## config.mk

```make
export PLATFORM = sky130hd
export DESIGN_NAME = codepoint_record_parser_unit
export DESIGN_NICKNAME = d
export VERILOG_FILES = /design/src/rtl/cprp_pkg.sv /design/src/rtl/cprp_name_ram.sv /design/src/rtl/codepoint_record_parser_unit.sv
export SDC_FILE = /design/constraint.sdc
export NUM_CORES = 2
export LEC_CHECK = 0
export BUFFER_PORTS_ARGS = -buffer_cell sky130_fd_sc_hd__buf_2
export CELL_PAD_IN_SITES_DETAIL_PLACEMENT = 1
export CELL_PAD_IN_SITES_GLOBAL_PLACEMENT = 1
export CORE_MARGIN = 5
export CORE_UTILIZATION = 58
export DETAILED_ROUTE_END_ITERATION = 16
export PLACE_DENSITY = 0.8
export SKIP_CTS_REPAIR_TIMING = 1
export SYNTH_ARGS = -nofsm -noshare
export SYNTH_HDL_FRONTEND = slang
export SYNTH_HIERARCHICAL = 1
export SYNTH_SLANG_ARGS = --single-unit
```

## constraint.sdc

```tcl
create_clock -name clk -period 14.91 [get_ports clk]
set_input_delay 0.7455 -clock clk [delete_from_list [all_inputs] [get_ports clk]]
set_output_delay 0.7455 -clock clk [all_outputs]
set_load 0.02 [all_outputs]
```

## src/rtl/cprp_pkg.sv

```systemverilog
// ----------------------------------------------------------------------------
// cprp_pkg
// Shared constants and types for the code point record parser.
// ----------------------------------------------------------------------------
package cprp_pkg;

    localparam logic [21:0] CODE_MAX = 22'h10FFFF;
    localparam logic [21:0] CODE_CAP = 22'h110000;
    localparam logic [63:0] FIRST_TAG = 64'h2C2046697273743E;
    localparam logic [55:0] LAST_TAG = 56'h2C204C6173743E;
    localparam logic [15:0] LEN_CAP = 16'hFFFF;

    localparam logic [7:0] CH_HASH = 8'h23;
    localparam logic [7:0] CH_SEMI = 8'h3B;
    localparam logic [7:0] CH_DOT = 8'h2E;
    localparam logic [7:0] CH_SPACE = 8'h20;
    localparam logic [7:0] CH_LT = 8'h3C;
    localparam logic [7:0] CH_NL = 8'h0A;

    localparam logic [1:0] ST_OK = 2'd0;
    localparam logic [1:0] ST_FIELDS = 2'd1;
    localparam logic [1:0] ST_RANGE = 2'd2;
    localparam logic [1:0] ST_PAIR = 2'd3;

    typedef enum logic [5:0] {
        PH_NONE = 6'b000001,
        PH_LOW = 6'b000010,
        PH_DOT1 = 6'b000100,
        PH_DOT2 = 6'b001000,
        PH_HIGH = 6'b010000,
        PH_BAD = 6'b100000
    } phase_t;

    typedef enum logic [1:0] {
        RS_SINGLE = 2'd0,
        RS_SPAN = 2'd1,
        RS_BAD = 2'd2
    } rstat_t;

    typedef struct packed {
        logic [20:0] first_code;
        logic [20:0] last_code;
        logic [4:0] field_count;
        logic [1:0] status;
    } result_t;

    function automatic logic [4:0] hex_value(input logic [7:0] b);
        logic [4:0] v;
        if (b >= 8'h30 && b <= 8'h39)
            v = {1'b0, b[3:0]};
        else if ((b >= 8'h41 && b <= 8'h46) || (b >= 8'h61 && b <= 8'h66))
            v = 5'(b[3:0]) + 5'd9;
        else
            v = 5'd16;
        return v;
    endfunction

    function automatic logic [21:0] push_digit(input logic [21:0] acc, input logic [3:0] d);
        logic [25:0] t;
        if (acc > CODE_MAX)
            return CODE_CAP;
        t = {acc, d};
        return (t > 26'(CODE_MAX)) ? CODE_CAP : t[21:0];
    endfunction

endpackage

```

## src/rtl/cprp_name_ram.sv

```systemverilog
// ----------------------------------------------------------------------------
// cprp_name_ram
// Name store: one write and one read per cycle, registered read data.
// ----------------------------------------------------------------------------
module cprp_name_ram #(
    parameter int DEPTH = 128,
    parameter int AW = 7
) (
    input  logic          clk,
    input  logic          we,
    input  logic [AW-1:0] waddr,
    input  logic [7:0]    wdata,
    input  logic [AW-1:0] raddr,
    output logic [7:0]    rdata
);
    logic [7:0] mem [DEPTH];

    always_ff @(posedge clk)
    begin
        if (we)
            mem[waddr] <= wdata;
        rdata <= mem[raddr];
    end
endmodule

```

## src/rtl/codepoint_record_parser_unit.sv

```systemverilog
// ----------------------------------------------------------------------------
// codepoint_record_parser_unit
// Code point record parser: strips comments, splits lines on ';', decodes
// the code point or range of field 0 and pairs First/Last named ranges.
// ----------------------------------------------------------------------------
// Usage:
//  s_axis carries one file byte per transaction, tlast on the final byte.
//  m_axis carries one record per line that holds a record or on a fault.
//  cfg writes unicode_data_mode; the user must do so only while the block is idle, which the block does not enforce.
//  Throughput: one byte per cycle while the receiver does not stall. A byte
//  is decoded in the decode stage, when the name store read issued at
//  acceptance returns; a one-entry output register holds the record. The
//  name store has one write port and one read port.
//  If the receiver stalls, input is held off once the output register is
//  full and any byte waits in the decode stage.
//  Reset clears all control state; the name store needs no clearing.
//  A fault emits one error record and then every further byte is consumed
//  with no output until reset.
// ----------------------------------------------------------------------------
module codepoint_record_parser_unit #(
    parameter int FIELD_LIMIT = 16,
    parameter int NAME_BYTES = 128
) (
    input  logic        clk,
    input  logic        rst_n,
    input  logic        s_axis_tvalid,
    output logic        s_axis_tready,
    input  logic [7:0]  s_axis_tdata,   // data_byte
    input  logic        s_axis_tlast,   // last_byte
    output logic        m_axis_tvalid,
    input  logic        m_axis_tready,
    output logic [47:0] m_axis_tdata,   // first_code, last_code, field_count
    output logic [1:0]  m_axis_tuser,   // status
    input  logic        cfg_valid,
    output logic        cfg_ready,
    input  logic        cfg_data        // unicode_data_mode
);
    import cprp_pkg::*;

    localparam int AW = $clog2(NAME_BYTES);

    // decode stage registers
    logic        d_v_reg;
    logic [7:0]  d_b_reg;
    logic        d_l_reg;
    logic        mode_reg;

    phase_t      phase_reg, phase_next;
    logic [4:0]  fidx_reg, fidx_next;
    logic        fopen_reg, fopen_next, fcont_reg, fcont_next;
    logic        cmt_reg, cmt_next, f0ne_reg, f0ne_next, sp_reg, sp_next;
    logic [21:0] lo_reg, lo_next, hi_reg, hi_next;
    logic        lt_reg, lt_next;
    logic [15:0] raw_reg, raw_next, trim_reg, trim_next;
    logic [63:0] sw_reg, sw_next, tw_reg, tw_next;
    logic [8:0]  nlen_reg, nlen_next, mpos_reg, mpos_next;
    logic        live_reg, live_next;
    logic [20:0] pf_reg, pf_next;
    logic [4:0]  pc_reg, pc_next;
    rstat_t      ps_reg, ps_next;
    logic        pp_reg, pp_next, halt_reg, halt_next;

    logic        o_v_reg;
    result_t     o_reg;
    logic        emit;
    result_t     res;

    // name store: write address and compare position track raw length
    logic        ram_we;
    logic [AW-1:0] ram_waddr, ram_raddr;
    logic [7:0]  ram_rdata;
    logic [15:0] raw_at_accept_reg, raw_pred;

    logic stall;
    assign stall = d_v_reg && o_v_reg && !m_axis_tready;
    assign s_axis_tready = !stall;
    assign cfg_ready = 1'b1;

    // predicted raw length index for the byte being accepted: j = raw+1-2
    assign raw_pred = (d_v_reg) ? raw_next : raw_reg;
    assign ram_raddr = AW'(raw_pred - 16'd1);

    cprp_name_ram #(.DEPTH(NAME_BYTES), .AW(AW)) u_ram (
        .clk(clk), .we(ram_we), .waddr(ram_waddr), .wdata(d_b_reg),
        .raddr(ram_raddr), .rdata(ram_rdata)
    );

    always_comb
    begin
        logic [7:0]  b;
        logic [4:0]  d;
        logic        go;
        logic [4:0]  cur;
        logic [15:0] j;
        logic [21:0] rlo, rhi;
        rstat_t      st;
        logic        ok;
        logic        fault;
        logic        eol;
        logic        rec;
        logic [15:0] nl;

        b = d_b_reg;
        phase_next = phase_reg; fidx_next = fidx_reg; fopen_next = fopen_reg;
        fcont_next = fcont_reg; cmt_next = cmt_reg; f0ne_next = f0ne_reg;
        sp_next = sp_reg; lo_next = lo_reg; hi_next = hi_reg; lt_next = lt_reg;
        raw_next = raw_reg; trim_next = trim_reg; sw_next = sw_reg; tw_next = tw_reg;
        nlen_next = nlen_reg; mpos_next = mpos_reg; live_next = live_reg;
        pf_next = pf_reg; pc_next = pc_reg; ps_next = ps_reg; pp_next = pp_reg;
        halt_next = halt_reg;
        emit = 1'b0; res = '0; ram_we = 1'b0; ram_waddr = '0;
        fault = 1'b0; j = '0; d = '0; cur = '0;
        rlo = '0; rhi = '0; st = RS_BAD; ok = 1'b0; nl = '0; rec = 1'b0;
        go = d_v_reg && !halt_reg && !stall;
        eol = (b == CH_NL) || d_l_reg;

        if (go && b != CH_NL && !cmt_reg)
        begin
            if (b == CH_HASH)
                cmt_next = 1'b1;
            else
            begin
                if (!fopen_reg)
                begin
                    if (fidx_reg >= 5'(FIELD_LIMIT))
                    begin
                        fault = 1'b1;
                        emit = 1'b1;
                        res.status = ST_FIELDS;
                        halt_next = 1'b1;
                    end
                    fidx_next = fidx_reg + 5'd1;
                    fopen_next = 1'b1;
                    fcont_next = 1'b0;
                end
                if (!fault)
                begin
                    cur = fidx_next - 5'd1;
                    if (b == CH_SEMI)
                        fopen_next = 1'b0;
                    else if (!(b == CH_SPACE && !fcont_next))
                    begin
                        fcont_next = 1'b1;
                        if (cur == 5'd0)
                        begin
                            if (b == CH_SPACE)
                                sp_next = 1'b1;
                            else
                            begin
                                f0ne_next = 1'b1;
                                if (sp_reg)
                                    phase_next = PH_BAD;
                                d = hex_value(b);
                                if (d < 5'd16)
                                begin
                                    if (phase_next == PH_NONE || phase_next == PH_LOW)
                                    begin
                                        phase_next = PH_LOW;
                                        lo_next = push_digit(lo_reg, d[3:0]);
                                    end
                                    else if (phase_next == PH_DOT2 || phase_next == PH_HIGH)
                                    begin
                                        phase_next = PH_HIGH;
                                        hi_next = push_digit(hi_reg, d[3:0]);
                                    end
                                    else
                                        phase_next = PH_BAD;
                                end
                                else if (b == CH_DOT && phase_next == PH_LOW)
                                    phase_next = PH_DOT1;
                                else if (b == CH_DOT && phase_next == PH_DOT1)
                                    phase_next = PH_DOT2;
                                else
                                    phase_next = PH_BAD;
                            end
                        end
                        else if (cur == 5'd1)
                        begin
                            if (raw_reg < LEN_CAP)
                                raw_next = raw_reg + 16'd1;
                            if (raw_next == 16'd1)
                                lt_next = (b == CH_LT);
                            else
                            begin
                                j = raw_next - 16'd2;
                                if (j < 16'(NAME_BYTES))
                                begin
                                    if (!pp_reg)
                                    begin
                                        ram_we = 1'b1;
                                        ram_waddr = AW'(j);
                                    end
                                    else if (live_reg)
                                    begin
                                        if (ram_rdata == b && raw_at_accept_reg == raw_reg)
                                            mpos_next = mpos_reg + 9'd1;
                                        else
                                            live_next = 1'b0;
                                    end
                                end
                            end
                            sw_next = {sw_reg[55:0], b};
                            if (b != CH_SPACE)
                            begin
                                trim_next = raw_next;
                                tw_next = sw_next;
                            end
                        end
                    end
                end
            end
        end

        if (go && !fault && eol)
        begin
            rec = f0ne_next && fidx_next >= 5'd2;
            if (phase_next == PH_LOW && lo_next <= CODE_MAX)
            begin
                rlo = lo_next; rhi = lo_next; st = RS_SINGLE;
            end
            else if (phase_next == PH_HIGH && lo_next <= CODE_MAX &&
                     hi_next <= CODE_MAX && hi_next > lo_next)
            begin
                rlo = lo_next; rhi = hi_next; st = RS_SPAN;
            end
            if (rec)
            begin
                if (pp_reg)
                begin
                    pp_next = 1'b0;
                    ok = fidx_next == pc_reg && lt_next &&
                         trim_next == 16'(nlen_reg) + 16'd8 &&
                         tw_next[55:0] == LAST_TAG && mpos_next >= nlen_reg;
                    emit = 1'b1;
                    if (!ok)
                    begin
                        res.status = ST_PAIR; halt_next = 1'b1;
                    end
                    else if (ps_reg == RS_BAD || st == RS_BAD)
                    begin
                        res.status = ST_RANGE; halt_next = 1'b1;
                    end
                    else if (ps_reg != RS_SINGLE || st != RS_SINGLE ||
                             22'(pf_reg) >= rhi)
                    begin
                        res.status = ST_PAIR; halt_next = 1'b1;
                    end
                    else
                    begin
                        res.first_code = pf_reg;
                        res.last_code = rhi[20:0];
                        res.field_count = fidx_next;
                        res.status = ST_OK;
                    end
                end
                else if (mode_reg && lt_next && trim_next > 16'd9 && tw_next == FIRST_TAG)
                begin
                    nl = trim_next - 16'd9;
                    if (nl > 16'(NAME_BYTES))
                    begin
                        emit = 1'b1; res.status = ST_PAIR; halt_next = 1'b1;
                    end
                    else
                    begin
                        nlen_next = nl[8:0];
                        pf_next = rlo[20:0];
                        ps_next = st;
                        pc_next = fidx_next;
                        pp_next = 1'b1;
                    end
                end
                else if (st == RS_BAD)
                begin
                    emit = 1'b1; res.status = ST_RANGE; halt_next = 1'b1;
                end
                else
                begin
                    emit = 1'b1;
                    res.first_code = rlo[20:0];
                    res.last_code = rhi[20:0];
                    res.field_count = fidx_next;
                end
            end
            if (!halt_next && d_l_reg && pp_next)
            begin
                emit = 1'b1;
                res = '0;
                res.status = ST_PAIR;
                halt_next = 1'b1;
            end
            phase_next = PH_NONE; fidx_next = '0; fopen_next = 1'b0;
            fcont_next = 1'b0; cmt_next = 1'b0; f0ne_next = 1'b0; sp_next = 1'b0;
            lo_next = '0; hi_next = '0; lt_next = 1'b0; raw_next = '0;
            trim_next = '0; sw_next = '0; tw_next = '0; mpos_next = '0;
            live_next = 1'b1;
            if (d_l_reg)
                pp_next = 1'b0;
        end
    end

    always_ff @(posedge clk or negedge rst_n)
    begin
        if (!rst_n)
        begin
            d_v_reg <= 1'b0; mode_reg <= 1'b0; o_v_reg <= 1'b0;
            phase_reg <= PH_NONE; fidx_reg <= '0; fopen_reg <= 1'b0;
            fcont_reg <= 1'b0; cmt_reg <= 1'b0; f0ne_reg <= 1'b0; sp_reg <= 1'b0;
            lo_reg <= '0; hi_reg <= '0; lt_reg <= 1'b0; raw_reg <= '0;
            trim_reg <= '0; sw_reg <= '0; tw_reg <= '0; nlen_reg <= '0;
            mpos_reg <= '0; live_reg <= 1'b1; pf_reg <= '0; pc_reg <= '0;
            ps_reg <= RS_SINGLE; pp_reg <= 1'b0; halt_reg <= 1'b0;
            raw_at_accept_reg <= '0;
        end
        else
        begin
            if (cfg_valid && cfg_ready)
                mode_reg <= cfg_data;
            if (!stall)
            begin
                d_v_reg <= s_axis_tvalid;
                raw_at_accept_reg <= raw_pred;
            end
            phase_reg <= phase_next; fidx_reg <= fidx_next; fopen_reg <= fopen_next;
            fcont_reg <= fcont_next; cmt_reg <= cmt_next; f0ne_reg <= f0ne_next;
            sp_reg <= sp_next; lo_reg <= lo_next; hi_reg <= hi_next; lt_reg <= lt_next;
            raw_reg <= raw_next; trim_reg <= trim_next; sw_reg <= sw_next;
            tw_reg <= tw_next; nlen_reg <= nlen_next; mpos_reg <= mpos_next;
            live_reg <= live_next; pf_reg <= pf_next; pc_reg <= pc_next;
            ps_reg <= ps_next; pp_reg <= pp_next; halt_reg <= halt_next;
            if (emit)
                o_v_reg <= 1'b1;
            else if (m_axis_tready)
                o_v_reg <= 1'b0;
        end
    end

    always_ff @(posedge clk)
    begin
        if (!stall)
        begin
            d_b_reg <= s_axis_tdata;
            d_l_reg <= s_axis_tlast;
        end
        if (emit)
            o_reg <= res;
    end

    assign m_axis_tvalid = o_v_reg;
    assign m_axis_tdata = {1'b0, o_reg.field_count, o_reg.last_code, o_reg.first_code};
    assign m_axis_tuser = o_reg.status;

`ifndef SYNTHESIS
    a_halt_sticky: assert property (@(posedge clk) disable iff (!rst_n)
        halt_reg |=> halt_reg) else $error("halt cleared");
    a_no_emit_halted: assert property (@(posedge clk) disable iff (!rst_n)
        halt_reg |-> !emit) else $error("emit while halted");
    a_out_hold: assert property (@(posedge clk) disable iff (!rst_n)
        (o_v_reg && !m_axis_tready) |-> !emit) else $error("output overrun");
`endif
endmodule

```

* Yosys cells after proc, flatten, opt, wreduce, memory -nomap -nowiden
Memories as Yosys holds them, arrays and structs flattened. A register that Yosys moved wholly into a read port is not among the register bits.
Index checks and enable logic that the tools add are counted.
** Word-level totals
- Register bits :: 339
- Memory bits (writable) :: 1024
- Bits in read-only memories :: 0
- Bits in latches :: 0
- Memories :: 1
- Output and inout port bits :: 53
** Cells by class
- Add/subtract/negate cells :: 9
- Eq/ne operators :: 31
- Muxes and demuxes :: 281
- Multiply operators :: 0
- Reductions and logical operators :: 61
- Divide/modulo/power cells :: 0
- Order comparisons :: 22
- Shifts and indexed selects :: 0
- Bitwise logic cells :: 4
** Memories
- u_ram.mem :: words 128, width 8, rd ports 1, clocked after Yosys merged registers in 1, write ports 1, RTL line cprp_name_ram.sv:16 : logic [7:0] mem [DEPTH];
** Operators by type and width (number)
- two-way mux 22 bit :: 30
- two-way mux 64 bit :: 9
- two-way mux 56 bit :: 8
- two-way mux 16 bit :: 26
- two-way mux 47 bit :: 5
- two-way mux 1 bit :: 129
- two-way mux 6 bit :: 21
- two-way mux 9 bit :: 13
- two-way mux 5 bit :: 15
- two-way mux 7 bit :: 10
- equality test 64 x 62 -> 1 bit, second input constant :: 1
- equality test 56 x 54 -> 1 bit, second input constant :: 1
- > comparator 26 x 21 -> 1 bit, second input constant :: 2
- two-way mux 49 bit :: 1
- > comparator 22 x 21 -> 1 bit, second input constant :: 2
- less-or-equal comparator 22 x 21 -> 1 bit, second input constant :: 2
- two-way mux 21 bit :: 2
- equality test 8 x 6 -> 1 bit, second input constant :: 5
- logical AND 1 bit :: 29
- two-way mux 2 bit :: 12
- >= comparator 21 x 22 -> 1 bit :: 1
- > comparator 22 bit :: 1
- nonzero test 2 bit :: 10
- adder 16 x 1 -> 16 bit, second input constant :: 1
- 45 further kinds :: 72

* Longest topological paths before layout
- Depth after elaboration :: 59
- Depth in mapped cells :: 36
- Depth with buffers taken out :: 30

* Modules after synthesis
Netlist, hierarchy kept.
** Modules (own cells, without submodules)
- cprp_name_ram :: times used 1, sequential area each 30909.6 sq um, area each 39656.8 sq um, cells an instance 1634
- codepoint_record_parser_unit :: times used 1, sequential area each 8775.9 sq um, area each 19492.4 sq um, cells an instance 2158

* Worst setup path after synthesis
Ideal clock, no wire load.
- Path kind :: reg-to-reg
- From :: register d_b_reg[1]
- To :: register o_reg (netlist bit m_axis_tdata[0]), enable pin
- Buffers on the path :: 5
- Arrival time :: 9500 ps
- Period minus slack after synthesis :: 10023 ps
- Path slack :: 4887 ps
- Cell stages (with the launch flop) :: 22
- Cells stage by stage :: edfxtp_1 ha_1 or4b_4 or3_1 buf_2 and4_4 buf_6 nand3_2 buf_2 clkbuf_1 clkbuf_1 a21oi_1 ha_1 o21ai_0 o21ba_2 nand2b_1 xnor2_1 a21oi_1 a41o_1 nand4_1 nor2_1 o21ai_0
** Between the ends
- Cells in the longest elaborated chain, start to end :: 45
- Elaborated cells between the ends (all ways) :: 187
** Ends and longest elaborated chain
- from (decl) :: RTL line codepoint_record_parser_unit.sv:44 : logic [7:0] d_b_reg;
- from (signal assigned) :: RTL line codepoint_record_parser_unit.sv:341 : d_b_reg <= s_axis_tdata;
- parallel branches: the longest is 44 deep, another holds >= comparator 8 x 7 -> 1 bit
- two-way mux 1 bit (*) :: RTL line codepoint_record_parser_unit.sv:214 : if (go && !fault && eol)
- via emit :: RTL line codepoint_record_parser_unit.sv:65 : logic emit;
- to (signal assigned) :: RTL line codepoint_record_parser_unit.sv:345 : o_reg <= res;
- to (decl) :: RTL line codepoint_record_parser_unit.sv:64 : result_t o_reg;
Mark *: on every way through the listed nets, which the timed path passes. The select of a mux whose other input is x is not followed.
A chain may end at the register's enable or synchronous reset.

* Worst setup path in the final report
- From :: register d_b_reg[7]
- To :: register o_reg (netlist bit m_axis_tdata[28]), data pin
** Between the ends
- Cells in the longest elaborated chain, start to end :: 44
- Elaborated cells between the ends (all ways) :: 187
** Ends and longest elaborated chain
- parallel branches: the longest is 44 deep, another holds >= comparator 8 x 7 -> 1 bit
Several ways; the timed one is not identified. The select of a mux whose other input is x is not followed.

==> results.md <==
* Core Region at 101600 um2
* CP Buf/Inv Count at 4
* Worst Setup Path Type: register to register
* Largest register FFs at 1024
* Worst-path clk slew at 0.06 ns
* CP arrival at 10.68 ns
* Ys flop type: edfxtp_1
* Pwr dens at 167.7 nW/um2
* Startpoint Class: register
* Setup TNS at 0 ns
* Vias in the first global route at 37310
* Final Hold Fails at 0
* Synth-to-layout area growth at 10.27%
* Routed via count at 36120
* Root buffer cell: clkbuf_16
* Hold crit path type: primary input to asynchronous set/reset pin
* Crit-path slowest cell: a21oi_2
* Clock tree sinks at 1371
* Leak pwr at 22.79 nW
* Syn Inst Count at 3792
* Antenna viol nets, final at 0
* Top post-synthesis cells by area: edfxtp_1 55%, mux4_2 13%, dfrtp_1 12%
* CTS max path bufs at 3
* Global-route wire length before repair at 253.4 mm
* Clock period minus worst slack at 10.09 ns
* Inserted Clock Buffers at 141
* Commonest non-fill, non-tap cell in the layout: edfxtp_1
* CTS tree: yes
* Total power at 10.94 mW
* Most frequent cells in the layout: 1082 x edfxtp_1, 337 x nand2_1, 336 x mux4_2
* HPWL after DPL at 100.3 mm
* Critical R2R Capture: m_axis_tdata[28]$_SDFFCE_PP0P_
* CP top delay family: simple AND/OR/NAND/NOR gates
* Die height at 329.3 um
* R2r worst-path depth at 30
* Nets@finish at 3912
* Fmax achieved at 99.10 MHz
* Seq cells post-synth at 1371
* CP required at 15.50 ns
* Cell accounting for the most synthesized area: edfxtp_1
* Slew headroom at 11.82%
* Clock share of power at 31.3%
* Fraction of layout cells with a size suffix above 1 at 18.58%
* Final GP Congestion at 0.8820
* Max Cap Viol at 0
* Critical Path End Type: register
* Die X at 329.3 um
* Ys Warns at 6
* Post-synth net total at 3874
* DR iter-0 viols at 4024
* Initial antenna violation count at 4
* DRC at 0
* Vias per cell at 6.799
* Net Sw Frac at 31.01%
* Cell variety after synth at 93
* Internal power at 7.545 mW
* Synth async-reset ratio at 20.50%
* Max Clock Skew at 0.03425 ns
* Clk_lat worst skew at 0.77 ns
* DR pass1 iterations at 7
* IO Pins at 68
* Gate power share at 29.4%
* Mapped Area at 59150 um2
* WL final at 169.2 mm
* Num rows at 117
* Seq/Total Area, Yosys at 67.09%
* Starting Density at 58.22%
* Final setup fails at 0
* R2R Setup Slk at 4.82 ns
* Post-synth EDFFs at 1082
* Largest net degree at the start of global routing at 192
* CTS H-tree depth at 4
* Status: finished, final reports clean
* IO Port Bufs at 65
* Slew @ Worst Pin at 1.323 ns
* Critical Path Fanout Max at 73
* Peak supply drop at 0.1735 mV
* Die ar. at 108500 um2
* WL/cell at 31.84 um
* Total track usage at 31.64%
* Slowest stage delay, CP at 0.98 ns
* RSZ-0062 raised after global routing: false
* Sw power at 3.391 mW
* Post-synth top area share at 54.93%
* Max-slew violations at 0
* Post-route clock period utilization at 67.67%
* GR Overflow Total at 0
* Avg Cell Area, Syn at 15.60 um2
* Seq pwr share at 39.4%
* R2r startpoint: d_b_reg[7]$_DFFE_PN_
-- per-layer routing --
metal,vias up,global-route usage [%],part of all wire (%)
met5,-,0,0.0041
met2,1870,52.50,50
li1,14810,-,-
met4,2,12.39,4.4
met1,19040,42.19,38
met3,400,5.904,7.8
-- power groups by stage --
stage | sequential (mW) | combinational, mW | clock [mW]
6_report | 4.30 | 3.21 | 3.42
5_1_grt | 4.31 | 3.31 | 3.67
4_1_cts | 4.30 | 3.19 | 3.47
3_5_place_dp | 4.38 | 3.10 | 0
3_3_place_gp | 4.38 | 3.03 | 0
2_1_floorplan | 4.39 | 2.12 | 0
-- cell usage after synthesis (23+ instances only) --
cell type / instances
mux2i_1: 23
mux2_2: 37
and3_1: 37
dfrtp_1: 279
a21oi_1: 243
nor4_1: 26
inv_1: 64
ha_1: 67
nand4_1: 54
edfxtp_1: 1082
nand2_1: 337
clkbuf_1: 122
nand3_1: 69
mux4_2: 336
nor3_1: 52
buf_1: 44
nor2b_1: 33
buf_2: 39
nand2b_1: 37
nor2_1: 327
xnor2_1: 42
xor2_1: 38
o21ai_0: 33
-- per-stage QoR --
step	worst slack (ns)	hold WS, ns	instances	utilization [%]	instance area [um2]
after global placement	5.295	0.4612	5055	59.85	60800
after global routing	4.293	0.1605	5309	64.19	65220
after floorplan	4.887	0.4481	3792	-	59150
after detailed placement	5.033	0.4652	5055	59.85	60800
final	4.820	0.04984	5313	64.20	65230
after CTS	4.998	0.1210	5308	64.19	65210
-- area by class of cell --
type | count | area, um2
clock inverters | 71 | 571.8
well taps | 1368 | 1712
fillers | 9040 | 36370
multi-input cells | 2131 | 18350
repair buffers | 121 | 805.8
flip-flops and latches | 1371 | 39690
diodes | 5 | 12.51
clock buffers | 182 | 3836
inverters | 64 | 250.2
-- worst max-delay path by stage --
stage	endpoint	slack, ns	depth (start not counted)	start
after floorplan	m_axis_tdata[0]$_SDFFCE_PP0P_	4.89	21	d_b_reg[1]$_DFFE_PN_
after global placement	m_axis_tdata[42]$_SDFFCE_PP0P_	5.29	31	m_axis_tready
after detailed placement	m_axis_tdata[42]$_SDFFCE_PP0P_	5.03	30	m_axis_tready
after CTS	m_axis_tdata[28]$_SDFFCE_PP0P_	5.00	30	d_b_reg[7]$_DFFE_PN_
after global routing	m_axis_tdata[24]$_SDFFCE_PP0P_	4.29	29	d_b_reg[7]$_DFFE_PN_
final	m_axis_tdata[28]$_SDFFCE_PP0P_	4.82	30	d_b_reg[7]$_DFFE_PN_
-- logic make-up after synthesis --
kind of cell / count (synthesis) / share of synthesized area [%]
other: 2 / 0.01270
buffers and inverters: 290 / 2.079
adder cells (fa/ha/maj): 67 / 1.417
flip-flops: 1371 / 67.09
AO/OA/AOI/OAI: 465 / 4.988
multiplexers: 408 / 14.12
XOR/XNOR: 80 / 1.185
AND/OR/NAND/NOR: 1109 / 9.109
(Power assumes the default switching activity.)
